## src/rtl/k_way_sorted_merge_top_defines.svh

```systemverilog
// -----------------------------------------------------------------------------
// k_way_sorted_merge_top_defines
// assertion macros shared by the merge block
// -----------------------------------------------------------------------------
`ifndef K_WAY_SORTED_MERGE_TOP_DEFINES_SVH
`define K_WAY_SORTED_MERGE_TOP_DEFINES_SVH

// same-cycle implication
`define KWM_ASSERT_IMP(lbl, clk, rst_n, ante, cons) \
  lbl: assert property (@(posedge clk) disable iff (!rst_n) (ante) |-> (cons)) \
    else $error("kwm assertion failed");

// next-cycle implication
`define KWM_ASSERT_NEXT(lbl, clk, rst_n, ante, cons) \
  lbl: assert property (@(posedge clk) disable iff (!rst_n) (ante) |=> (cons)) \
    else $error("kwm assertion failed");

`endif

```

## src/rtl/kwm_pkg.sv

```systemverilog
// -----------------------------------------------------------------------------
// kwm_pkg
// shared types, codes and defaults of the k-way sorted merge
// -----------------------------------------------------------------------------
package kwm_pkg;

  localparam int LanesDef     = 8;
  localparam int LaneDepthDef = 64;

  localparam int LANE_FIELD_W = 3;
  localparam int VALUE_W      = 32;
  localparam int STATUS_W     = 2;
  // widest lane index over the supported lane counts
  localparam int LANE_TAG_W   = 6;

  localparam logic FUNC_PUSH = 1'b0;
  localparam logic FUNC_POP  = 1'b1;

  typedef enum logic [STATUS_W-1:0] {
    STATUS_OK    = 2'd0,
    STATUS_EMPTY = 2'd1,
    STATUS_FULL  = 2'd2
  } status_e;

  // compare unit control, aligned with the read data of the lane memory
  typedef struct packed {
    logic                  clear;
    logic                  cand_valid;
    logic [LANE_TAG_W-1:0] cand_lane;
  } cmp_ctrl_t;

  // compare unit result
  typedef struct packed {
    logic                  found;
    logic [LANE_TAG_W-1:0] lane;
  } min_res_t;

endpackage

```

## src/rtl/kwm_min_unit.sv

```systemverilog
// -----------------------------------------------------------------------------
// kwm_min_unit
// shared signed compare unit, keeps the running minimum over a lane scan
// -----------------------------------------------------------------------------
module kwm_min_unit (
  input  logic                               clk_i,
  input  logic                               rst_ni,
  input  kwm_pkg::cmp_ctrl_t                 ctrl_i,
  input  logic signed [kwm_pkg::VALUE_W-1:0] cand_value_i,
  output kwm_pkg::min_res_t                  res_o,
  output logic signed [kwm_pkg::VALUE_W-1:0] best_value_o
);

  logic                                 found_q;
  logic [kwm_pkg::LANE_TAG_W-1:0]       best_lane_q;
  logic signed [kwm_pkg::VALUE_W-1:0]   best_value_q;
  logic                                 take;

  // strict less keeps the lowest lane on equal heads
  assign take = ctrl_i.cand_valid && (!found_q || (cand_value_i < best_value_q));

  always_ff @(posedge clk_i or negedge rst_ni) begin
    if (!rst_ni) begin
      found_q <= 1'b0;
    end else if (ctrl_i.clear) begin
      found_q <= 1'b0;
    end else if (take) begin
      found_q <= 1'b1;
    end
  end

  always_ff @(posedge clk_i) begin
    if (take) begin
      best_value_q <= cand_value_i;
      best_lane_q  <= ctrl_i.cand_lane;
    end
  end

  assign res_o.found  = found_q;
  assign res_o.lane   = best_lane_q;
  assign best_value_o = best_value_q;

endmodule

```

## config.mk

```make
export PLATFORM = sky130hd
export DESIGN_NAME = kwm_min_unit
export DESIGN_NICKNAME = d
export VERILOG_FILES = /design/src/rtl/k_way_sorted_merge_top_defines.svh /design/src/rtl/kwm_pkg.sv /design/src/rtl/kwm_min_unit.sv
export SDC_FILE = /design/constraint.sdc
export NUM_CORES = 1
export LEC_CHECK = 0
export ABC_AREA = 1
export BUFFER_PORTS_ARGS = -buffer_cell sky130_fd_sc_hd__buf_2
export CORE_UTILIZATION = 30
export CTS_BUF_LIST = sky130_fd_sc_hd__clkbuf_8
export CTS_CLUSTER_DIAMETER = 40
export DETAILED_ROUTE_END_ITERATION = 10
export MAX_ROUTING_LAYER = met4
export SYNTH_ARGS = -nofsm -noshare
export SYNTH_HDL_FRONTEND = slang
export SYNTH_SLANG_ARGS = --single-unit
```

## constraint.sdc

```tcl
create_clock -name clk_i -period 4.85 [get_ports clk_i]
set_clock_uncertainty 0.1 [all_clocks]
set_input_delay 0 -clock clk_i [delete_from_list [all_inputs] [get_ports clk_i]]
set_output_delay 0 -clock clk_i [all_outputs]
set_load 0.03 [all_outputs]
```

# Word-level counts from Yosys, hierarchy flattened
# Cells that the tools add are included.
[op_classes]
n_addsub = 0
multipliers = 0
n_div = 0
magnitude_cmp = 1
n_eq_ne = 0
n_shift = 0
mux = 2
bitwise_logic = 0
reduce_logical = 4
[ops]
columns = ["operator", "n"]
rows = [
  ["$lt A32 B32 Y1", 1],
  ["$mux W1", 2],
  ["$reduce_bool A2 Y1", 1],
  ["$logic_and A1 B1 Y1", 1],
  ["$logic_not A1 Y1", 1],
  ["$logic_or A1 B1 Y1", 1],
]
[totals]
regBits = 39
latchBits = 0
ram_bits = 0
mem_bits_ro = 0
out_inout_bits = 39
wordCells = 10
mem_count = 0

# Longest topological paths before layout
[logic_depth]
depth_word = 5
depth_mapped = 15
mapped_depth_nobuf = 15

# Least setup slack after synthesis
# No wires, ideal clock.
[synth_path]
path_type = "register to register"
startpoint = "register best_value_q (netlist bit best_value_o[31])"
endpoint = "register best_lane_q[0] (netlist name) (enable)"
t_arrival_ns = 3.133
required_ns = 4.316
slack_ns = 1.183
stages_incl_launch_ff = 11
cell_sequence = "edfxtp_1 -> inv_1 -> ha_1 -> a21oi_1 -> o21a_2 -> nand2_1 -> a21oi_1 -> nand3_1 -> nand2_1 -> nor2_1 -> nor2_1"
[synth_between]
elab_chain_cells = 3
[synth_lines]
columns = ["element", "line", "text"]
rows = [
  ["start, declared", "kwm_min_unit.sv:16", "logic signed [kwm_pkg::VALUE_W-1:0] best_value_q;"],
  ["start signal, assigned", "kwm_min_unit.sv:34", "best_value_q <= cand_value_i;"],
  ["$lt A32 B32 Y1", "kwm_min_unit.sv:20", "assign take = ctrl_i.cand_valid && (!found_q || (cand_value_i < best_value_q));"],
  ["$logic_or A1 B1 Y1", "kwm_min_unit.sv:20", ""],
  ["$logic_and A1 B1 Y1", "kwm_min_unit.sv:20", ""],
  ["via take", "kwm_min_unit.sv:17", "logic take;"],
  ["end signal, assigned", "kwm_min_unit.sv:35", "best_lane_q <= ctrl_i.cand_lane;"],
  ["end, declared", "kwm_min_unit.sv:15", "logic [kwm_pkg::LANE_TAG_W-1:0] best_lane_q;"],
]
# The timed path passes the listed nets, and every way through them passes these cells.
# A chain may end at the register's enable or synchronous reset.

# Worst setup path in the final report
[layout_path]
startpoint = "register best_value_q (netlist bit best_value_o[3])"
endpoint = "register best_value_q (netlist bit best_value_o[25]) (enable)"
[layout_between]
elab_chain_cells = 3
[layout_lines]
columns = ["element", "line"]
rows = [
  ["$lt A32 B32 Y1", "kwm_min_unit.sv:20"],
  ["$logic_or A1 B1 Y1", "kwm_min_unit.sv:20"],
  ["$logic_and A1 B1 Y1", "kwm_min_unit.sv:20"],
  ["via take", "kwm_min_unit.sv:17"],
]
# The timed path passes the listed nets, and every way through them passes these cells.

==> metrics <==
CTS HTree Levels 2; critical path capture point type flip-flop; initial antenna violation count 0; Initial Utilization 31.4%; critical path arrival 2.61 ns; Clock Latency Late Sink 0.29 ns; syn avg cell area 11.2 um^2; max-capacitance violation count 0; final wirelength 4120 um; Worst-Margin Slew 1.12 ns; post-DR vias/cell 4.24; Mapped Cells 180; height of the die 84.0 um; worst rel slew slack 25.3%; Worst Hold Class input pin to flip-flop; Clock Sinks 39; RSZ-0062 raised after global routing false; P per Cell Area 286 mW/mm^2; TNS Setup 0 ns; Int Pwr 631 uW; Mapped Nets 253; Net Sw Frac 27.5%; violated checks design-rule violations; post-synthesis cell type count 17; routed len/inst 10.7 um; final setup violation count 0; Post-CTS Setup Inserts 0; largest area contributor in the netlist edfxtp_1; first-pass GRT wire length 6700 um; FF+latch count, synth 39; Ys Warns 0; Seq pwr share 47.1%; Site Rows 29; Die Width 84.0 um; commonest non-fill, non-tap cell in the layout buf_2; Worst EP required 4.66 ns; commonest cells after routing, fill and taps aside buf_2 (80), dlygate4sd3_1 (42), inv_1 (38), edfxtp_1 (38), ha_1 (31); Placer Congestion 0.761; TritonRoute pass-1 iters 7; static leakage 1.52 nW; Total GRT Usage 12.5%; grt ovf 0; CTS max path bufs 2; Routed Antenna Nets 0; layout cells sized above 1 30.1%; critical path class flip-flop to flip-flop; CTS Root Cell clkbuf_8; Synth area leaders edfxtp_1 (57%), ha_1 (19%), inv_1 (7.1%); Vias 1635; final hold violations 0; CTS tree built; IR drop worst, VDD 0.000125 V; post-layout minimum cycle time 2.81 ns; vias in the first global route 1567; TritonCTS Buffers 5; Clk pwr share 30.1%; n_diodes 0; fin crit share 57.9%; max frequency 0.356 GHz; run status complete, but fails checks; Core Area 0.00642 mm^2; CP Max Fanout 38; Layout Area Growth over Synthesis 50.8%; final cell count without fillers 386; Total Die Area 0.00706 mm^2; Yosys top cell area share 56.6%; residual DRC count 8; largest net degree at the start of global routing 39; DR iter-0 viols 63; Cells after DPL 336; combinational power share 22.8%; Worst-path clk slew 0.08 ns; IO Count 81; nets 381; crit start category flip-flop; Switch Pwr 239 uW; Seq/Total Area, Yosys 57.8%; post-DP HPWL 2970 um; Port Buf Inserts 80; Mapped Area 0.00202 mm^2; count of pins over their slew limit 0
## what timing repair did
item                                   CTS  global route
setup endpoints to repair                0             0
hold buffers                            42             0
endpoints found under the hold margin   40             0
gates resized for setup                  0             0
## area by class of cell
cell class | count | area, um^2
clock buffers | 5 | 68.8
clock inverters | 3 | 38.8
fillers | 597 | 3380
inverters | 40 | 150
multi-input cells | 100 | 701
flip-flops and latches | 39 | 1170
well taps | 77 | 96.3
repair buffers | 122 | 821
## synth_stat cells
cell	number
inv_2	2
nand3_1	3
nand2_1	30
inv_1	38
nor3_2	1
o21ai_0	3
nand4_1	1
nor2_1	11
o21ai_1	1
a21oi_1	16
ha_1	31
dfrtp_1	1
o21a_2	1
nor2_2	1
edfxtp_1	38
nor3_1	1
buf_4	1
## kinds of logic after synthesis
group                    synth area share (%)
buffers and inverters                    7.82
AO/OA/AOI/OAI                            5.40
flip-flops                               57.8
adder cells (fa/ha/maj)                  19.2
AND/OR/NAND/NOR                          9.74
## critical path, cell delays in order, from the launching register on
cell	delay [ns]
edfxtp_1	0.36
inv_1	0.05
ha_1	0.29
nand2_1	0.07
inv_2	0.04
nand2_1	0.05
nand2_1	0.07
nand2_1	0.05
nand2_1	0.07
nand2_1	0.05
nand2_1	0.08
nand2_1	0.07
a21oi_1	0.13
nor2_1	0.09
nor2_4	0.83
## metrics by stage
step | worst slack, ns | utilization [%] | hold WS [ns] | power (mW) | instance area (um^2)
floorplan | 1.18 | - | -0.396 | 0.533 | 2020
global placement | 2.01 | 39.1 | -0.324 | 0.590 | 2510
detailed placement | 1.97 | 39.1 | -0.322 | 0.593 | 2510
CTS | 1.96 | 47.4 | 0.230 | 0.888 | 3040
global route | 1.72 | 47.4 | 0.238 | 0.920 | 3040
finish | 2.04 | 47.4 | 0.211 | 0.871 | 3040
## layer usage
layer  vias up  track usage, %  wire, um
li1        854               -         -
met1       728            14.2      1790
met2        47            21.5      2090
met3         6            2.57       183
met4         0            4.70        50
met5         -               -         0
## power groups by stage
stage	sequential [mW]	clock [mW]	combinational [mW]
finish	0.410	0.262	0.198
detailed placement	0.418	0	0.175
global placement	0.417	0	0.173
floorplan	0.465	0	0.0680
CTS	0.411	0.275	0.202
global route	0.413	0.285	0.222
## path summary, 6_finish.rpt
| check | from | to | slack (ns) | cells past startpoint |
|---|---|---|---|---|
| min in group asynchronous | rst_ni | found_q | 0.46 | 3 |
| min reg2reg | found_q | best_value_o[16] | 0.95 | 3 |
| max | best_value_o[3] | best_value_o[25] | 2.04 | 14 |
| min | ctrl_i[6] | best_value_o[16] | 0.21 | 3 |
| max in group asynchronous | rst_ni | found_q | 4.09 | 3 |
| max reg2reg | best_value_o[3] | best_value_o[25] | 2.04 | 14 |
## registers in the layout, indices dropped and copies added, names as in the netlist
name          flops
best_value_o     32
found_q           1
best_lane_q       6
Power figures use the tool's default switching activity.
