`src/rtl/k_way_sorted_merge_top_defines.svh`:
```
// -----------------------------------------------------------------------------
// k_way_sorted_merge_top_defines
// assertion macros shared by the merge block
// -----------------------------------------------------------------------------
`ifndef K_WAY_SORTED_MERGE_TOP_DEFINES_SVH
`define K_WAY_SORTED_MERGE_TOP_DEFINES_SVH

// same-cycle implication
`define KWM_ASSERT_IMP(lbl, clk, rst_n, ante, cons) \
  lbl: assert property (@(posedge clk) disable iff (!rst_n) (ante) |-> (cons)) \
    else $error("kwm assertion failed");

// next-cycle implication
`define KWM_ASSERT_NEXT(lbl, clk, rst_n, ante, cons) \
  lbl: assert property (@(posedge clk) disable iff (!rst_n) (ante) |=> (cons)) \
    else $error("kwm assertion failed");

`endif

```
`src/rtl/kwm_pkg.sv`:
```
// -----------------------------------------------------------------------------
// kwm_pkg
// shared types, codes and defaults of the k-way sorted merge
// -----------------------------------------------------------------------------
package kwm_pkg;

  localparam int LanesDef     = 8;
  localparam int LaneDepthDef = 64;

  localparam int LANE_FIELD_W = 3;
  localparam int VALUE_W      = 32;
  localparam int STATUS_W     = 2;
  // widest lane index over the supported lane counts
  localparam int LANE_TAG_W   = 6;

  localparam logic FUNC_PUSH = 1'b0;
  localparam logic FUNC_POP  = 1'b1;

  typedef enum logic [STATUS_W-1:0] {
    STATUS_OK    = 2'd0,
    STATUS_EMPTY = 2'd1,
    STATUS_FULL  = 2'd2
  } status_e;

  // compare unit control, aligned with the read data of the lane memory
  typedef struct packed {
    logic                  clear;
    logic                  cand_valid;
    logic [LANE_TAG_W-1:0] cand_lane;
  } cmp_ctrl_t;

  // compare unit result
  typedef struct packed {
    logic                  found;
    logic [LANE_TAG_W-1:0] lane;
  } min_res_t;

endpackage

```
`src/rtl/kwm_ctrl.sv`:
```
// -----------------------------------------------------------------------------
// kwm_ctrl
// sequencer, lane pointers and counts, result register
// -----------------------------------------------------------------------------
`include "k_way_sorted_merge_top_defines.svh"

module kwm_ctrl #(
  parameter int Lanes     = kwm_pkg::LanesDef,
  parameter int LaneDepth = kwm_pkg::LaneDepthDef
) (
  input  logic                                              clk_i,
  input  logic                                              rst_ni,
  // request side
  input  logic                                              in_valid_i,
  output logic                                              in_ready_o,
  input  logic                                              in_func_i,
  input  logic [kwm_pkg::LANE_FIELD_W-1:0]                  in_lane_i,
  input  logic signed [kwm_pkg::VALUE_W-1:0]                in_value_i,
  // result side
  output logic                                              out_valid_o,
  input  logic                                              out_ready_i,
  output logic [kwm_pkg::STATUS_W-1:0]                      out_status_o,
  output logic signed [kwm_pkg::VALUE_W-1:0]                out_smallest_o,
  // lane memory
  output logic                                              ram_we_o,
  output logic [$clog2(Lanes)+$clog2(LaneDepth)-1:0]        ram_waddr_o,
  output logic signed [kwm_pkg::VALUE_W-1:0]                ram_wdata_o,
  output logic                                              ram_re_o,
  output logic [$clog2(Lanes)+$clog2(LaneDepth)-1:0]        ram_raddr_o,
  // compare unit
  output kwm_pkg::cmp_ctrl_t                                cmp_o,
  input  kwm_pkg::min_res_t                                 min_res_i,
  input  logic signed [kwm_pkg::VALUE_W-1:0]                best_value_i
);

  localparam int LW = $clog2(Lanes);
  localparam int DW = $clog2(LaneDepth);
  localparam int CW = $clog2(LaneDepth + 1);

  typedef enum logic [4:0] {
    ST_IDLE    = 5'b00001,
    ST_PUSH    = 5'b00010,
    ST_SCAN    = 5'b00100,
    ST_DRAIN   = 5'b01000,
    ST_POP_FIN = 5'b10000
  } state_e;

  state_e                              state_q, state_d;
  logic [kwm_pkg::LANE_FIELD_W-1:0]    lane_q;
  logic signed [kwm_pkg::VALUE_W-1:0]  value_q;
  logic [LW-1:0]                       k_q, k_d;
  logic                                cand_valid_q, cand_valid_d;
  logic [LW-1:0]                       cand_lane_q, cand_lane_d;

  logic [DW-1:0]                       rptr_q [Lanes];
  logic [DW-1:0]                       wptr_q [Lanes];
  logic [CW-1:0]                       cnt_q  [Lanes];

  logic                                out_valid_q;
  kwm_pkg::status_e                    status_q, status_d;
  logic signed [kwm_pkg::VALUE_W-1:0]  smallest_q, smallest_d;

  logic                                in_fire;
  logic                                out_free;
  logic                                out_load;
  logic                                cmp_clear;
  logic                                commit_push;
  logic                                commit_pop;
  logic                                lane_ok;
  logic                                push_ok;
  logic [LW-1:0]                       lane_idx;
  logic [LW-1:0]                       sel_idx;
  logic [DW-1:0]                       sel_rptr, sel_wptr, rptr_nxt, wptr_nxt;
  logic [CW-1:0]                       sel_cnt;

  assign in_ready_o = (state_q == ST_IDLE);
  assign in_fire    = in_valid_i && in_ready_o;
  assign out_free   = !out_valid_q || out_ready_i;

  assign lane_idx = LW'(lane_q);
  assign lane_ok  = ({{(32 - kwm_pkg::LANE_FIELD_W){1'b0}}, lane_q} < 32'(Lanes));

  // one lane selected per cycle for all pointer and count lookups
  always_comb begin
    case (state_q)
      ST_SCAN:    sel_idx = k_q;
      ST_POP_FIN: sel_idx = LW'(min_res_i.lane);
      default:    sel_idx = lane_idx;
    endcase
  end

  assign sel_rptr = rptr_q[sel_idx];
  assign sel_wptr = wptr_q[sel_idx];
  assign sel_cnt  = cnt_q[sel_idx];
  assign rptr_nxt = (sel_rptr == DW'(LaneDepth - 1)) ? '0 : sel_rptr + DW'(1);
  assign wptr_nxt = (sel_wptr == DW'(LaneDepth - 1)) ? '0 : sel_wptr + DW'(1);
  assign push_ok  = lane_ok && (sel_cnt != CW'(LaneDepth));

  always_comb begin
    state_d      = state_q;
    k_d          = k_q;
    cand_valid_d = 1'b0;
    cand_lane_d  = cand_lane_q;
    cmp_clear    = 1'b0;
    ram_we_o     = 1'b0;
    ram_re_o     = 1'b0;
    commit_push  = 1'b0;
    commit_pop   = 1'b0;
    out_load     = 1'b0;
    status_d     = status_q;
    smallest_d   = smallest_q;
    case (state_q)
      ST_IDLE: begin
        if (in_fire) begin
          if (in_func_i == kwm_pkg::FUNC_POP) begin
            state_d   = ST_SCAN;
            k_d       = '0;
            cmp_clear = 1'b1;
          end else begin
            state_d = ST_PUSH;
          end
        end
      end
      ST_PUSH: begin
        if (out_free) begin
          out_load   = 1'b1;
          smallest_d = '0;
          if (push_ok) begin
            ram_we_o    = 1'b1;
            commit_push = 1'b1;
            status_d    = kwm_pkg::STATUS_OK;
          end else begin
            status_d = kwm_pkg::STATUS_FULL;
          end
          state_d = ST_IDLE;
        end
      end
      ST_SCAN: begin
        // fetch the head of lane k, compared in the next cycle
        ram_re_o     = (sel_cnt != '0);
        cand_valid_d = (sel_cnt != '0);
        cand_lane_d  = k_q;
        if (k_q == LW'(Lanes - 1)) begin
          state_d = ST_DRAIN;
        end else begin
          k_d = k_q + LW'(1);
        end
      end
      ST_DRAIN: begin
        state_d = ST_POP_FIN;
      end
      ST_POP_FIN: begin
        if (out_free) begin
          out_load = 1'b1;
          if (min_res_i.found) begin
            commit_pop = 1'b1;
            status_d   = kwm_pkg::STATUS_OK;
            smallest_d = best_value_i;
          end else begin
            status_d   = kwm_pkg::STATUS_EMPTY;
            smallest_d = '0;
          end
          state_d = ST_IDLE;
        end
      end
      default: begin
        state_d = ST_IDLE;
      end
    endcase
  end

  always_ff @(posedge clk_i or negedge rst_ni) begin
    if (!rst_ni) begin
      state_q      <= ST_IDLE;
      k_q          <= '0;
      cand_valid_q <= 1'b0;
      out_valid_q  <= 1'b0;
      for (int i = 0; i < Lanes; i++) begin
        rptr_q[i] <= '0;
        wptr_q[i] <= '0;
        cnt_q[i]  <= '0;
      end
    end else begin
      state_q      <= state_d;
      k_q          <= k_d;
      cand_valid_q <= cand_valid_d;
      if (out_load) begin
        out_valid_q <= 1'b1;
      end else if (out_ready_i) begin
        out_valid_q <= 1'b0;
      end
      if (commit_push) begin
        wptr_q[sel_idx] <= wptr_nxt;
        cnt_q[sel_idx]  <= sel_cnt + CW'(1);
      end else if (commit_pop) begin
        rptr_q[sel_idx] <= rptr_nxt;
        cnt_q[sel_idx]  <= sel_cnt - CW'(1);
      end
    end
  end

  always_ff @(posedge clk_i) begin
    cand_lane_q <= cand_lane_d;
    status_q    <= status_d;
    smallest_q  <= smallest_d;
    if (in_fire) begin
      lane_q  <= in_lane_i;
      value_q <= in_value_i;
    end
  end

  assign ram_waddr_o = {sel_idx, sel_wptr};
  assign ram_raddr_o = {sel_idx, sel_rptr};
  assign ram_wdata_o = value_q;

  assign cmp_o.clear      = cmp_clear;
  assign cmp_o.cand_valid = cand_valid_q;
  assign cmp_o.cand_lane  = kwm_pkg::LANE_TAG_W'(cand_lane_q);

  assign out_valid_o    = out_valid_q;
  assign out_status_o   = status_q;
  assign out_smallest_o = smallest_q;

  // a pop only removes from a lane that holds a value
  `KWM_ASSERT_IMP(a_pop_from_live_lane, clk_i, rst_ni, commit_pop, sel_cnt != '0)
  // an accepted push grows its lane by exactly one
  `KWM_ASSERT_NEXT(a_push_grows_lane, clk_i, rst_ni, commit_push, cnt_q[$past(sel_idx)] == $past(sel_cnt) + CW'(1))
  // no new request while one is in flight
  `KWM_ASSERT_NEXT(a_busy_after_accept, clk_i, rst_ni, in_fire, !in_ready_o)
  // a waiting result is never overwritten
  `KWM_ASSERT_IMP(a_no_result_overwrite, clk_i, rst_ni, out_valid_q && !out_ready_i, !out_load)

endmodule

```
`config.mk`:
```
export PLATFORM = sky130hd
export DESIGN_NAME = kwm_ctrl
export DESIGN_NICKNAME = d
export VERILOG_FILES = /design/src/rtl/kwm_pkg.sv /design/src/rtl/kwm_ctrl.sv
export VERILOG_INCLUDE_DIRS = /design/src /design/src/rtl
export SDC_FILE = /design/constraint.sdc
export NUM_CORES = 1
export LEC_CHECK = 0
export ABC_AREA = 1
export BUFFER_PORTS_ARGS = -buffer_cell sky130_fd_sc_hd__clkbuf_2
export CORE_MARGIN = 10
export CORE_UTILIZATION = 45
export CTS_BUF_LIST = sky130_fd_sc_hd__clkbuf_4
export DETAILED_ROUTE_END_ITERATION = 16
export GPL_TIMING_DRIVEN = 0
export PLACE_DENSITY = 0.68
export SLEW_MARGIN = 40
export SYNTH_ARGS = -nofsm -noshare
export SYNTH_HDL_FRONTEND = slang
export SYNTH_SLANG_ARGS = --single-unit
```
`constraint.sdc`:
```
create_clock -name clk_i -period 4.64 [get_ports clk_i]
set_clock_uncertainty 0.05 [all_clocks]
set_input_delay 0.232 -clock clk_i [delete_from_list [all_inputs] [get_ports clk_i]]
set_output_delay 0.232 -clock clk_i [all_outputs]
set_load 0.1 [all_outputs]
```
=== After elaboration in Yosys (flattened, before gate mapping) ===
Cells that the tools add are included.

* Add/sub/neg operators: 5
* Magnitude comparators: 2
* Eq/ne operators: 16
* Mux-type cells: 54
* Bitwise logic cells: 2
* Reductions and logical operators: 14

{| class="wikitable"
|+ Operators by type and width
! kind !! count
|-
| bitwise mux 56 bit || 2
|-
| two-way mux 56 bit || 2
|-
| bitwise mux 48 bit || 2
|-
| two-way mux 32 bit || 3
|-
| case mux 32 bit (2 select lines) || 1
|-
| two-way mux 6 bit || 7
|-
| binary-select mux 6 bit (select 3 bit) || 2
|-
| binary-select mux 7 bit (select 3 bit) || 1
|-
| demux 7 bit (select 3 bit) || 1
|-
| two-way mux 7 bit || 3
|-
| case mux 5 bit (4 select lines) || 1
|-
| demux 6 bit (select 3 bit) || 1
|-
| two-way mux 1 bit || 15
|-
| two-way mux 5 bit || 3
|-
| adder 6 x 1 -> 6 bit (second input constant) || 2
|-
| == test 6 bit (second input constant) || 2
|-
| two-way mux 3 bit || 4
|-
| case mux 3 bit (2 select lines) || 2
|-
| != test 2 bit (second input constant) || 4
|-
| nonzero test 2 bit || 4
|-
| adder 7 x 1 -> 7 bit (second input constant) || 1
|-
| != test 7 bit (second input constant) || 1
|-
| nonzero test 7 bit || 1
|-
| subtractor 7 x 1 -> 7 bit (second input constant) || 1
|-
| 21 further kinds || 27
|}

* Bits in registers: 234
* Input port bits: 79
* Output and inout bits: 96

=== Depth between registers and ports, before layout ===
Gate-level depths: netlist of run 1.

* Depth in word-level cells: 12
* Mapped depth: 24
* Mapped depth without buffers: 21

=== Worst setup path after synthesis of run 1 ===
Ideal clock, no wire load.

* Path kind: reg-to-reg
* Start point: reg state_q[1]
* End point: reg wptr_q[11] (netlist name)
* Setup time: 0.077 ns
* Arrival: 4.167 ns
* Required time: 4.513 ns
* Path slack: 0.347 ns
* Cell stages (with the launch flop): 22
* Path buffers: 3
* Cell sequence: dfrtp_1 -> nor2_4 -> nand3_4 -> nand3b_1 -> nand2_2 -> inv_2 -> buf_4 -> buf_6 -> clkbuf_1 -> o21ai_1 -> nand2_1 -> nand2_1 -> nand2_1 -> inv_1 -> ha_1 -> nand3_1 -> nor2_4 -> nand2_1 -> nand2_1 -> o21ai_1 -> nand2_2 -> o21ai_1

* Elaborated cells on any way between the ends: 24

{| class="wikitable"
|+ RTL lines
! what !! line !! RTL
|-
| start, declared || kwm_ctrl.sv:48 || <nowiki>state_e state_q, state_d;</nowiki>
|-
| start signal, assigned || kwm_ctrl.sv:184 || <nowiki>state_q <= state_d;</nowiki>
|-
| == test 5 bit / == test 5 x 3 -> 1 bit (equally long branches) || kwm_ctrl.sv:85 || <nowiki>case (state_q)</nowiki>
|-
| case mux 3 bit (2 select lines) (*) || kwm_ctrl.sv:85 ||
|-
| named net ram_raddr_o[7] || kwm_ctrl.sv:29 || <nowiki>output logic [$clog2(Lanes)+$clog2(LaneDepth)-1:0] ram_raddr_o,</nowiki>
|-
| inverter 3 -> 4 bit (implied by the code) (*) || kwm_ctrl.sv:93 || <nowiki>assign sel_wptr = wptr_q[sel_idx];</nowiki>
|-
| binary-select mux 6 bit (select 3 bit) (*) || kwm_ctrl.sv:93 ||
|-
| two-way mux 6 bit (implied by the code) (*) (2 in series) || kwm_ctrl.sv:93 ||
|-
| named net ram_waddr_o[1] || kwm_ctrl.sv:26 || <nowiki>output logic [$clog2(Lanes)+$clog2(LaneDepth)-1:0] ram_waddr_o,</nowiki>
|-
| adder 6 x 1 -> 6 bit / == test 6 bit (equally long branches) || kwm_ctrl.sv:96 || <nowiki>assign wptr_nxt = (sel_wptr == DW'(LaneDepth - 1)) ? '0 : sel_wptr + DW'(1);</nowiki>
|-
| two-way mux 6 bit (*) || kwm_ctrl.sv:96 ||
|-
| bitwise mux 48 bit (*) || kwm_ctrl.sv:193 || <nowiki>wptr_q[sel_idx] <= wptr_nxt;</nowiki>
|-
| end signal, assigned by index || kwm_ctrl.sv:193 ||
|-
| end, declared || kwm_ctrl.sv:56 || <nowiki>logic [DW-1:0] wptr_q [Lanes];</nowiki>
|}

Mark *: on every way through the listed nets, which the timed path passes. The rest lies on a longest branch. The select of a mux whose other input is x is not followed.
A chain may end at the register's enable or synchronous reset.

=== Final worst setup path of run 1 ===
* Start point: reg state_q[3]
* End point: out ram_we_o

* Longest elaborated chain between the ends: 10
* Elaborated cells on any way between the ends: 12

{| class="wikitable"
|+ Ends and longest elaborated chain
! what !! line !! RTL
|-
| == test 5 bit / == test 5 x 3 -> 1 bit (equally long branches) || kwm_ctrl.sv:85 ||
|-
| case mux 3 bit (2 select lines) || kwm_ctrl.sv:85 ||
|-
| inverter 3 -> 4 bit (implied by the code) || kwm_ctrl.sv:94 || <nowiki>assign sel_cnt = cnt_q[sel_idx];</nowiki>
|-
| binary-select mux 7 bit (select 3 bit) || kwm_ctrl.sv:94 ||
|-
| two-way mux 7 bit (implied by the code) (2 in series) || kwm_ctrl.sv:94 ||
|-
| != test 7 bit || kwm_ctrl.sv:97 || <nowiki>assign push_ok = lane_ok && (sel_cnt != CW'(LaneDepth));</nowiki>
|-
| two-way mux 1 bit || kwm_ctrl.sv:128 || <nowiki>if (push_ok) begin</nowiki>
|-
| two-way mux 1 bit || kwm_ctrl.sv:125 || <nowiki>if (out_free) begin</nowiki>
|-
| two-way mux 1 bit (*) || kwm_ctrl.sv:112 || <nowiki>case (state_q)</nowiki>
|-
| end, declared || kwm_ctrl.sv:25 || <nowiki>output logic ram_we_o,</nowiki>
|}

Every way passes the cells marked *; elsewhere a longest branch is shown, timed or not. The select of a mux whose other input is x is not followed.

==> results by stage, run 1 <==
Floorplanning:
- The die covers 33900 um2.
- The floorplan has a little under 60 rows.
- The region available for standard cell placement spans 26300 um2.
- The chip width is about 180 um.
- In this run the count of I/O pins placed on the die edge is between 150 and 200.
- Once the floorplan was initialized, standard cells occupied between 40% and 50% of the core.
- The die extent in y is 184 um.

STA:
- The max-slew violation count is 0.
- The number of failing setup endpoints in the final timing report is 0.
- In this run the tightest slew margin relative to its limit is 51.4%.
- The number of failing hold endpoints at the final stage is 0.
- The post-route minimum period is ~4.4 ns.
- After layout, the worst path uses 94.1% of the clock period.
- Across all hold checks on the routed design, the worst slack comes to between 0.2 and 0.25 ns.
- At the pin with the least slew margin, the transition time is roughly 0.73 ns.
- The highest attainable clock frequency is between 0.2 and 0.25 GHz.
- After routing, the total negative slack on setup checks comes to 0 ns.
- Setup repair after global routing left no endpoint under its margin.

Detailed routing:
- The routed design has about 38000 um of wire.
- Dividing the detail-routed wire length by the instance count gives between 15 and 20 um.
- The detail route stage leaves a number of antenna-violating nets equal to 0.
- The first detailed-routing pass took 5 iterations.
- The average vias per placed instance is between 5 and 6.
- For this run, design rule violations remaining after detail routing come to 0.
- The detailed router placed around 12k vias in this run.
- The initial DRC count is 920.

Layout:
- The layout-stage area growth over the synthesis result is 24.8%.
- The post-route netlist has 20.3% of its cells at a drive strength greater than 1.
- The most common cell after layout, fill and taps aside is nand2_1.
- The number of standard cells in the final layout excluding fillers is about 2.3k.
- The post-route core utilization is between 50% and 60%.
- The final layout contains between 1.5k and 2k nets.
- The top cell types in the final layout, fill and taps aside, are 595 x nand2_1, 168 x clkbuf_2, 161 x dfrtp_1.
- Counting the fill cells in the layout gives approximately 2.4k.

Logic synthesis:
- The number of instances in the synthesized netlist is 1548.
- In this run, synthesis produced a sequential element count of around 230.
- After synthesis the cells add up to 12100 um2.
- The number of distinct library cells after synthesis is 41.
- The count of flip-flops with a built-in enable after synthesis is 72.
- The most common flop cell mapped by yosys is dfrtp_1.
- The Yosys step of the flow raised 0 warnings.
- In the synthesized netlist the async set-or-reset flop fraction comes to between 60% and 70%.
- The sequential cell area fraction in the yosys report is roughly 51%.
- The average instance area after synthesis is a little under 8 um2.

Power and ir drop:
- The total power divided by cell area is ~640 nW/um2.
- The clock network is responsible for 20.2% of the overall power.
- Combinational logic is responsible for between 50% and 60% of the overall power.
- Net switching is 52.4% of the power.
- For this design the total switching power over the nets is 5.06 mW.
- The internal power of the cells is about 4.6 mW.
- The final total power is 9.66 mW.
- For this design the static power due to leakage is between 7 and 8 nW.
- The sequential share of power is approximately 28%.
- The worst-case IR drop observed on VDD is approximately 0.00036 V.

Clock network:
- No sink is reached through more buffers than the 3 on the longest clock path.
- The cell at the root of the clock tree is clkbuf_4.
- The TritonCTS sink count is 234.
- The later pin in the worst-skew pair is clocked with a latency of about 0.70 ns.
- Post-CTS repair changed the size of 0 cells.
- The clock transition at the registers of the reported paths is approximately 0.07 ns.
- Buffers inserted during clock tree synthesis total roughly 70.
- The clock tree synthesis step divided the H-tree into 3 levels.
- TritonCTS built the clock tree.

Global route:
- The first-pass GRT wire length is just over 60000 um.
- The leftover overflow at the end of global routing is 0.
- The number of global-route vias before repair is 11.4k.
- The number of antenna violations at the first check in global routing was 1.
- The largest net degree at the start of global routing is 61.
- The global-route usage over all layers is between 20 and 25%.

Min path:
- The class of the tightest hold or removal check is in -> reg.

Worst setup path:
- The required time of the worst setup path is approximately 4.4 ns.
- The delay of the slowest cell on the worst path is between 0.5 and 0.6 ns.
- The kind of end point of the critical path is a primary output.
- The largest driver fanout on the critical path is 10.
- The worst endpoint data arrival time is roughly 4.1 ns.
- The signal on the critical path passes through nor2_4 > nand3_4 > nand3_4 > nand3_4 > inv_2 > nand2_1 > nand3_1 > nand2_1 > nor2_1 > nor2_1 > nand2_1 > nor2_1 > nor2_2 > buf_2 > clkbuf_2.
- For this design, the slowest cell found on the critical path is clkbuf_2.
- The startpoint class of the critical path is a register.
- The kind of critical path is reg -> out.

Place:
- The number of input and output port buffers inserted is roughly 170.
- Including well taps, the total number of placed cells is just over 2k.
- The wire-length estimate of the detail-placed layout is 26400 um.
- The congestion estimate from routability-driven global placement came to 0.934.

Job:
- Across the run, the number of max-cap violations was 0.

Outcome:
- The run finished with clean final reports.
Yosys cell counts, types with 14 or more instances:
master	instances	area share, %
buf_6	14	1.3
inv_1	111	3.4
o21ai_1	69	2.9
dfrtp_1	161	33
nand4_1	33	1.7
nand2_1	595	18
edfxtp_1	72	18
nor2_1	140	4.3
inv_2	24	0.74
buf_4	14	0.87
o21ai_0	83	3.4
clkbuf_1	22	0.68
nand3_1	123	5.1
power groups by stage:
| stage | Sequential, mW | Clock [mW] | Combinational [mW] |
|---|---|---|---|
| 2_1_floorplan | 3.47 | 0 | 2.94 |
| 3_3_place_gp | 2.73 | 0 | 4.81 |
| 3_5_place_dp | 2.72 | 0 | 4.90 |
| 4_1_cts | 2.69 | 1.99 | 4.98 |
| 5_1_grt | 2.73 | 2.10 | 5.37 |
| 6_report | 2.70 | 1.95 | 5.02 |
critical path, delay by kind of cell (launching register included):
family | cells | cell delay, ns
and+or+nand+nor | 12 | 1.81
buffers and inverters | 3 | 1.16
DFF | 1 | 0.43
through the flow:
step,cell area (um2),setup slack [ns]
6_report,15100,0.274
2_1_floorplan,12100,0.347
4_1_cts,15100,0.280
3_3_place_gp,13400,0.178
3_5_place_dp,13500,0.595
5_1_grt,15100,0.0551
layout make-up:
cell class              count  area, um2  share of cell area [%]
clock inverters            16       91.3                   0.605
flip-flops and latches    234       6220                    41.2
multi-input cells        1112       4960                    32.8
clock buffers             101        758                    5.02
well taps                 335        419                    2.77
diodes                      1       2.50                  0.0166
inverters                 136        510                    3.38
repair buffers            247       1710                    11.3
plain buffers              68        442                    2.92
metal layers:
metal | GRT usage, % | vias up | part of all wire [%]
li1 | - | 5630 | -
met4 | 8.88 | 0 | 2.9
met1 | 27.8 | 5416 | 41
met2 | 39.0 | 418 | 50
met3 | 4.29 | 89 | 6.1
met5 | 0 | - | 0
final timing paths:
path / startpoint / endpoint / slack (ns) / depth (start not counted)
min reg2reg: wptr_q[16] / wptr_q[16] / 0.42 / 2
max reg2reg: state_q[3] / cnt_q[11] / 0.48 / 17
max: state_q[3] / ram_we_o / 0.27 / 15
min: in_value_i[8] / ram_wdata_o[8] / 0.24 / 2
max in group asynchronous: rst_ni / rptr_q[9] / 3.04 / 4
min in group asynchronous: rst_ni / rptr_q[10] / 0.56 / 3
sequential cells by signal (all words and copies together) (netlist names), named ones only:
signal	cells
wptr_q	48
ram_wdata_o	32
cand_valid_q	1
rptr_q	48
cnt_q	48
state_q	5
out_smallest_o	32
lane_idx	3
cand_lane_q	3
k_q	3
out_valid_o	1
out_status_o	2
logic make-up after synthesis:
kind of cell	synth area share (%)
and+or+nand+nor	32.7
DFF	51.4
buffers and inverters	7.87
AOI/OAI and AO/OA	7.04
adders and majority gates	0.620
xor gates and xnor gates	0.352
other	0.0310
what timing repair did:
item,CTS,global route
setup buffers,0,0
hold endpoints to repair,236,0
hold buffers,75,0
Power figures use the tool's default switching activity.
==> run 2: changes to the inputs <==
Settings changed: BUFFER_PORTS_ARGS -buffer_cell sky130_fd_sc_hd__clkbuf_2 to -buffer_cell sky130_fd_sc_hd__buf_2.
==> run 2 against run 1 <==
Clock-buffer cell count shrank 2. Cell area is essentially flat. First-iteration DRC count grew 15%. Via count is essentially flat. Final cell count is essentially flat. Register-to-register slack lost 0.11 ns.
==> results by stage, run 2 (synthesis results as in run 1) <==
Outcome:
- The flow ran to the end, and the final reports show no timing, DRC or antenna violations.

Worst setup path:
- The most critical setup path has its endpoint at ram_we_o.
- The slack of the worst reg-to-reg path is around 0.37 ns.
- The destination of the worst register-to-register timing path is cnt_q[4].
- The worst setup path is of the reg -> out kind.
- Of all nets on the critical path, the largest fanout is 10.
- The first element of the critical path is state_q[3].
- At the worst endpoint, the required time is around 4.4 ns.
- The startpoint class of the critical path is a register.
- The worst flop-to-flop path startpoint is state_q[3].
- For the worst setup path, the data arrival time is around 4.1 ns.
- Measured in cells, the most critical reg-to-reg path has a length of 17.
- The worst setup path is captured at a primary output.

Layout:
- The register cell area after layout is roughly 6200 um2.
- The net total in the final layout is ~2k.
- The multi-input combinational cells in the finished layout cover a total of between 4000 and 5000 um2.
- In the final layout, the share of cells above drive strength 1 is ~20%.
- The largest registers in the layout are cnt_q x48, rptr_q x48, wptr_q x48.
- The area of all placed cells without fillers is between 15000 and 20000 um2.
- The most common cell after layout, fill and taps aside is nand2_1.
- Leaving out fill and tap cells, the most frequent cells in the layout are 595 x nand2_1, 179 x buf_2, 161 x dfrtp_1.
- The count of filler cells inserted in the layout is about 2.5k.
- Relative to the synthesized area, the layout overhead comes to 24.7%.

Floorplanning:
- The count of boundary I/O pins is 175.
- The die extent in y is between 150 and 200 um.
- The floorplan step set the die width to roughly 180 um.
- The starting density of the core is 46.1%.
- The die covers around 34000 um2.
- The number of rows in the core area is 59.
- The core region is approximately 26000 um2.

STA:
- The max-slew violation count was 0.
- Timing would allow up to ~0.23 GHz.
- Setup repair after global routing left no endpoint under its margin.
- The number of failing hold endpoints at the final stage was 0.
- Measured against its own limit, the worst slew margin works out to 50.9%.
- The post-route minimum period is approximately 4.3 ns.
- The post-route clock period utilization is a little over 90%.
- Setup violations remaining at the end of the flow were counted as 0.
- At the pin with the least slew margin, the transition time is 0.736 ns.
- The summed negative setup slack over all endpoints is 0 ns.

Detailed routing:
- The routed length per placed instance is 17.0 um.
- Detailed routing placed a total of about 19000 um of wire on met2.
- The number of optimization iterations in the first detailed-route pass is 8.
- The via total after detailed routing is 11.5k.
- The wire length the detailed router placed on met1 is between 15000 and 20000 um.
- The final wirelength is 38400 um.
- The met3 wire length is ~2400 um.
- The remaining routing DRC violations is 0.
- The topmost layer with routed signal wires is met4.
- In this run the remaining antenna-violating nets after routing total 0.
- For this block, the initial DRC count from the detailed router was 1060.
- The average vias per placed instance is between 5 and 6.

Global route:
- The number of global-route vias before repair was ~11k.
- The leftover overflow at the end of global routing is 0.
- The number of antenna violations at the first check in global routing came to 1.
- Entering global routing, the biggest net connects 70 pins.
- The global-route usage over all layers is 22.5%.
- The first global-routing pass estimated ~60000 um of wire.

Place:
- The congestion estimate from routability-driven global placement came to 0.918.
- In this run the cell area measured after placement is between 10000 and 15000 um2.
- Input and output buffers added on the ports amount to roughly 170.
- Summed over all nets, the half-perimeter wirelength after detailed placement is 26300 um.

Clock network:
- The maximum root-to-sink buffer count is 3.
- The TritonCTS sink count is roughly 230.
- After clock tree synthesis, the clock-pin slew on the worst setup and hold paths is 0.07 ns.
- CTS placed an instance of clkbuf_4 at the clock tree root.
- Buffers inserted during clock tree synthesis total about 70.
- At the later pin of the worst-skew pair, clock insertion delay measures just under 0.7 ns.
- TritonCTS built the clock tree.
- The H-tree was split into 3 levels.

Power and ir drop:
- After layout, the design draws a total of a little under 10 mW.
- Power spread over the standard cell area amounts to about 640 nW/um2.
- Across the VDD grid, the largest voltage drop is between 0.0003 and 0.0004 V.
- The reported leakage power is roughly 7.6 nW.

Job:
- The tool flagged a number of max-cap violations equal to 0.

Min path:
- The class of the tightest hold or removal check is in -> async.
-- run 2: changes by cell type in the layout (fill, tap and decap cells not counted), sizes merged --
cell	change
dlygate4sd3	-1
clkbuf	-169
clkinv	+1
bufinv	-1
clkinvlp	+1
diode	+1
buf	+169
-- run 2: final cells by class --
| cell class | instances | share of cell area (%) |
|---|---|---|
| flip-flops and latches | 234 | 41.2 |
| multi-input cells | 1112 | 32.8 |
| repair buffers | 248 | 11.4 |
| clock buffers | 99 | 4.92 |
| inverters | 136 | 3.38 |
| plain buffers | 68 | 2.93 |
| well taps | 335 | 2.78 |
| clock inverters | 17 | 0.580 |
| diodes | 2 | 0.0332 |
-- run 2: worst max-delay path, cell delays in order (launching register included) --
cell	delay, ns
dfrtp_1	0.43
nor2_4	0.22
nand3_4	0.17
nand2_1	0.12
nand3_2	0.08
nand2_2	0.21
buf_4	0.26
buf_4	0.22
nand2_1	0.07
nand2_1	0.06
nand2_1	0.05
nand2_1	0.29
nor2_1	0.08
nand2_1	0.09
nor2_1	0.05
nor2_2	0.20
buf_2	0.32
clkbuf_4	0.40
-- run 2: metal layers --
metal  track usage, %  vias up
met5                0        -
met4             9.18        0
met3             4.09      102
met2             38.6      459
met1             27.4     5346
li1                 -     5639
-- run 2: what timing repair did --
item / 4_1_cts / 5_1_grt
resized for setup: 0 / 1
hold endpoints to repair: 237 / 0
hold buffers: 75 / 0
setup endpoints to repair: 0 / 1
buffers inserted: 0 / 0
-- run 2: report_power, final --
part           total (mW)  internal [mW]  switching [mW]  leakage [nW]
combinational        5.02           1.04            3.98          4.25
clock                1.89          0.983           0.911         0.495
sequential           2.69           2.52           0.171          2.84
-- run 2: worst min-delay path by stage --
stage | to | slack, ns | depth (start not counted)
finish | rptr_q[23] | 0.05 | 3
CTS | rptr_q[0] | 0.03 | 3
global placement | ram_wdata_o[10] | 0.36 | 1
floorplan | asynchronous set/reset pin | -0.11 | 0
detailed placement | rptr_q[27] | 0.06 | 1
global route | rptr_q[27] | 0.05 | 3
-- run 2: stage by stage --
step | utilization, % | setup WS [ns] | hold slack [ns] | std cells
floorplan | - | 0.347 | -0.114 | 1550
global placement | 50.9 | 0.173 | 0.359 | 2053
detailed placement | 51.4 | 0.548 | 0.0618 | 2058
CTS | 57.4 | 0.276 | 0.0297 | 2249
global route | 57.4 | 0.0953 | 0.0496 | 2251
finish | 57.4 | 0.311 | 0.0515 | 2251
==> run 3: changes to the inputs <==
Clock period 4.64 ns to 4.3 ns, I/O delays scaled along.
==> run 3 against run 2 <==
Combinational power grew 8.2%. Power is 8.0% higher. Register-to-register slack improved by 0.05 ns. Critical endpoint is now ram_raddr_o[5].
==> results by stage, run 3 (synthesis results as in run 1) <==
Outcome:
- The run finished with clean final reports.

Floorplanning:
- In this run the horizontal extent of the chip is ~180 um.
- approximately 180 I/O pins were placed.
- The die outline area is ~34000 um2.
- The initialized floorplan defines 59 standard-cell rows.
- The die extent in y is about 180 um.
- The starting density of the core is a little under half.
- After floorplanning, the core was sized to cover 26300 um2.

Clock network:
- The maximum root-to-sink buffer count is 3.
- Clock tree synthesis inserted a total of a little under 70 buffers.
- The TritonCTS sink count is between 200 and 250.
- The total number of H-tree levels is 3.
- The clock transition at the registers of the reported paths is around 0.07 ns.
- Post-CTS timing repair inserted 0 buffers for setup.
- The root buffer cell chosen for the clock tree is clkbuf_4.
- The CTS tree is yes.
- The clock insertion delay at the later pin of the skew report is approximately 0.7 ns.

Worst setup path:
- The first element of the critical path is state_q[3].
- The cell count of the worst reg-to-reg path is 19.
- The critical-path cell with the highest stage delay is buf_2.
- STA classifies the critical path startpoint as a register.
- The delay of the slowest cell on the worst path is between 0.4 and 0.5 ns.
- The worst register-to-register path ends at cnt_q[34].
- The kind of cell adding the most delay to the critical path is buffers and inverters.
- The required time of the worst setup path is 4.03 ns.
- The largest driver fanout on the critical path is 11.
- Setup slack on the worst reg-to-reg path comes out at approximately 0.42 ns.
- The critical path buffer and inverter count is 4.
- The signal on the critical path passes through nor2_4 > nand4_2 > nand3_4 > clkinv_2 > buf_2 > buf_2 > o21ai_0 > nand2_1 > a21oi_1 > or2_2 > buf_2.
- The worst endpoint data arrival time is between 3 and 4 ns.
- The cell type with the highest occurrence count on the critical path is buf_2.
- The critical path in this run is classified as reg -> out.
- The worst register-to-register path begins at state_q[3].
- The worst setup path is captured at a primary output.

Global route:
- The first-pass GRT wire length is about 60000 um.
- Entering global routing, the biggest net connects 70 pins.
- The number of antenna violations at the first check in global routing was 1.
- The number of global-route vias before repair is 11.3k.
- Global routing finished with a remaining overflow of 0.
- The global-route usage over all layers is 22.5%.

STA:
- The number of failing setup endpoints in the final timing report is 0.
- At the pin with the least slew margin, the transition time is just over 0.7 ns.
- The number of failing hold endpoints at the final stage is 0.
- Setup repair after global routing left no endpoint under its margin.
- Hold timing on the final database bottoms out at a slack of 0.0426 ns.
- The final critical path takes up 97.0% of the cycle.
- The worst pin sits at a relative slew slack of 52.3%.
- The post-route minimum period is 4.17 ns.
- The highest attainable clock frequency is approximately 0.24 GHz.
- The max-slew violation count was 0.

Place:
- Once placement completed, the tool counted placed cells totaling 2058.
- The total half-perimeter wirelength after legalization and detailed placement is 26300 um.
- The congestion estimate from routability-driven global placement came to approximately 0.9.
- The number of input and output port buffers inserted is 168.

Power and ir drop:
- Power spread over the standard cell area amounts to 687 nW/um2.
- VDD sags by at most ~0.00036 V.
- Summed over all cells, the static leakage comes to approximately 7.6 nW.

Job:
- The max capacitance violation total is 0.

Layout:
- Counting the fill cells in the layout gives approximately 2.5k.
- The most common cell after layout, fill and taps aside is nand2_1.
- The number of standard cells in the final layout excluding fillers is about 2.3k.
- The net total in the final layout is ~2.0k.
- In the final layout, the share of cells above drive strength 1 is approximately a fifth.
- In the final layout, the multi-input gates occupy 4960 um2.
- The largest registers in the layout are cnt_q x48, rptr_q x48, wptr_q x48.
- Across the whole layout, storage elements account for between 6000 and 7000 um2.
- The layout-stage area growth over the synthesis result is 24.9%.
- Leaving out fill and tap cells, the most frequent cells in the layout are 594 x nand2_1, 177 x buf_2, 161 x dfrtp_1.

Detailed routing:
- The initial DRC count is ~1.1k.
- The number of optimization iterations in the first detailed-route pass is 7.
- The final wirelength is between 30000 and 40000 um.
- The post-detailed-route count of antenna-violating nets is 0.
- The detailed router placed around 12k vias in this run.
- The average vias per placed instance is 5.13.
- The routed length per placed instance is 17.0 um.
- After detailed routing, the number of remaining DRC violations is 0.

Min path:
- The worst hold path belongs to the class in -> async.
## run 3: worst register-to-register path, stage by stage, from the launching register on
cell	delay (ns)
dfrtp_1	0.43
nor2_4	0.22
nand3_4	0.18
nand3_4	0.19
nand3_4	0.18
clkinv_2	0.27
nand2_1	0.08
nand3_1	0.18
nand2_1	0.08
nor2_1	0.35
clkbuf_2	0.37
ha_1	0.24
nand2_1	0.11
nor2_1	0.16
nand4_1	0.10
nand2_1	0.27
nand3_1	0.14
nand2_1	0.09
nand2_1	0.05
nand2_1	0.06
## run 3: cell type report
| cell class | count | area share (%) |
|---|---|---|
| repair buffers | 248 | 11.4 |
| well taps | 335 | 2.77 |
| multi-input cells | 1112 | 32.8 |
| inverters | 136 | 3.38 |
| diodes | 2 | 0.0331 |
| plain buffers | 68 | 2.98 |
| clock inverters | 17 | 0.579 |
| flip-flops and latches | 234 | 41.1 |
| clock buffers | 99 | 4.92 |
## run 3: worst max-delay path by stage
stage,to,slack [ns],cells after the start
2_1_floorplan,wptr_q[11],0.007,21
3_3_place_gp,cmp_o[7],-0.15,7
3_5_place_dp,cnt_q[11],0.21,17
4_1_cts,ram_waddr_o[5],0.09,12
5_1_grt,ram_waddr_o[5],0.007,12
6_report,ram_raddr_o[5],0.13,11
## run 3: metal layers
layer	vias to the layer above	GRT usage, %	part of all wire (%)
met5	-	0	0
met4	0	9.18	3.0
met3	97	4.09	6.1
met2	439	38.6	50
met1	5370	27.4	41
li1	5641	-	-
## run 3: where the power goes
part           switching (mW)  internal, mW  total [mW]
registers               0.185          2.72        2.90
clock network           0.984          1.06        2.04
logic                    4.30          1.13        5.43
## run 3: repair_timing
item	4_1_cts	5_1_grt
hold endpoints to repair	237	0
endpoints found under the setup margin	1	23
gates resized for setup	1	16
pin swaps	0	0
hold buffers	75	0
## run 3: through the flow
step	power (mW)	util, %	setup TNS [ns]	cell area [um2]	setup slack [ns]
2_1_floorplan	6.91	-	0	12100	0.00687
3_3_place_gp	8.13	50.9	-0.150	13400	-0.150
3_5_place_dp	8.23	51.4	0	13500	0.208
4_1_cts	10.4	57.4	0	15100	0.0897
5_1_grt	10.9	57.5	0	15100	0.00706
6_report	10.4	57.5	0	15100	0.130
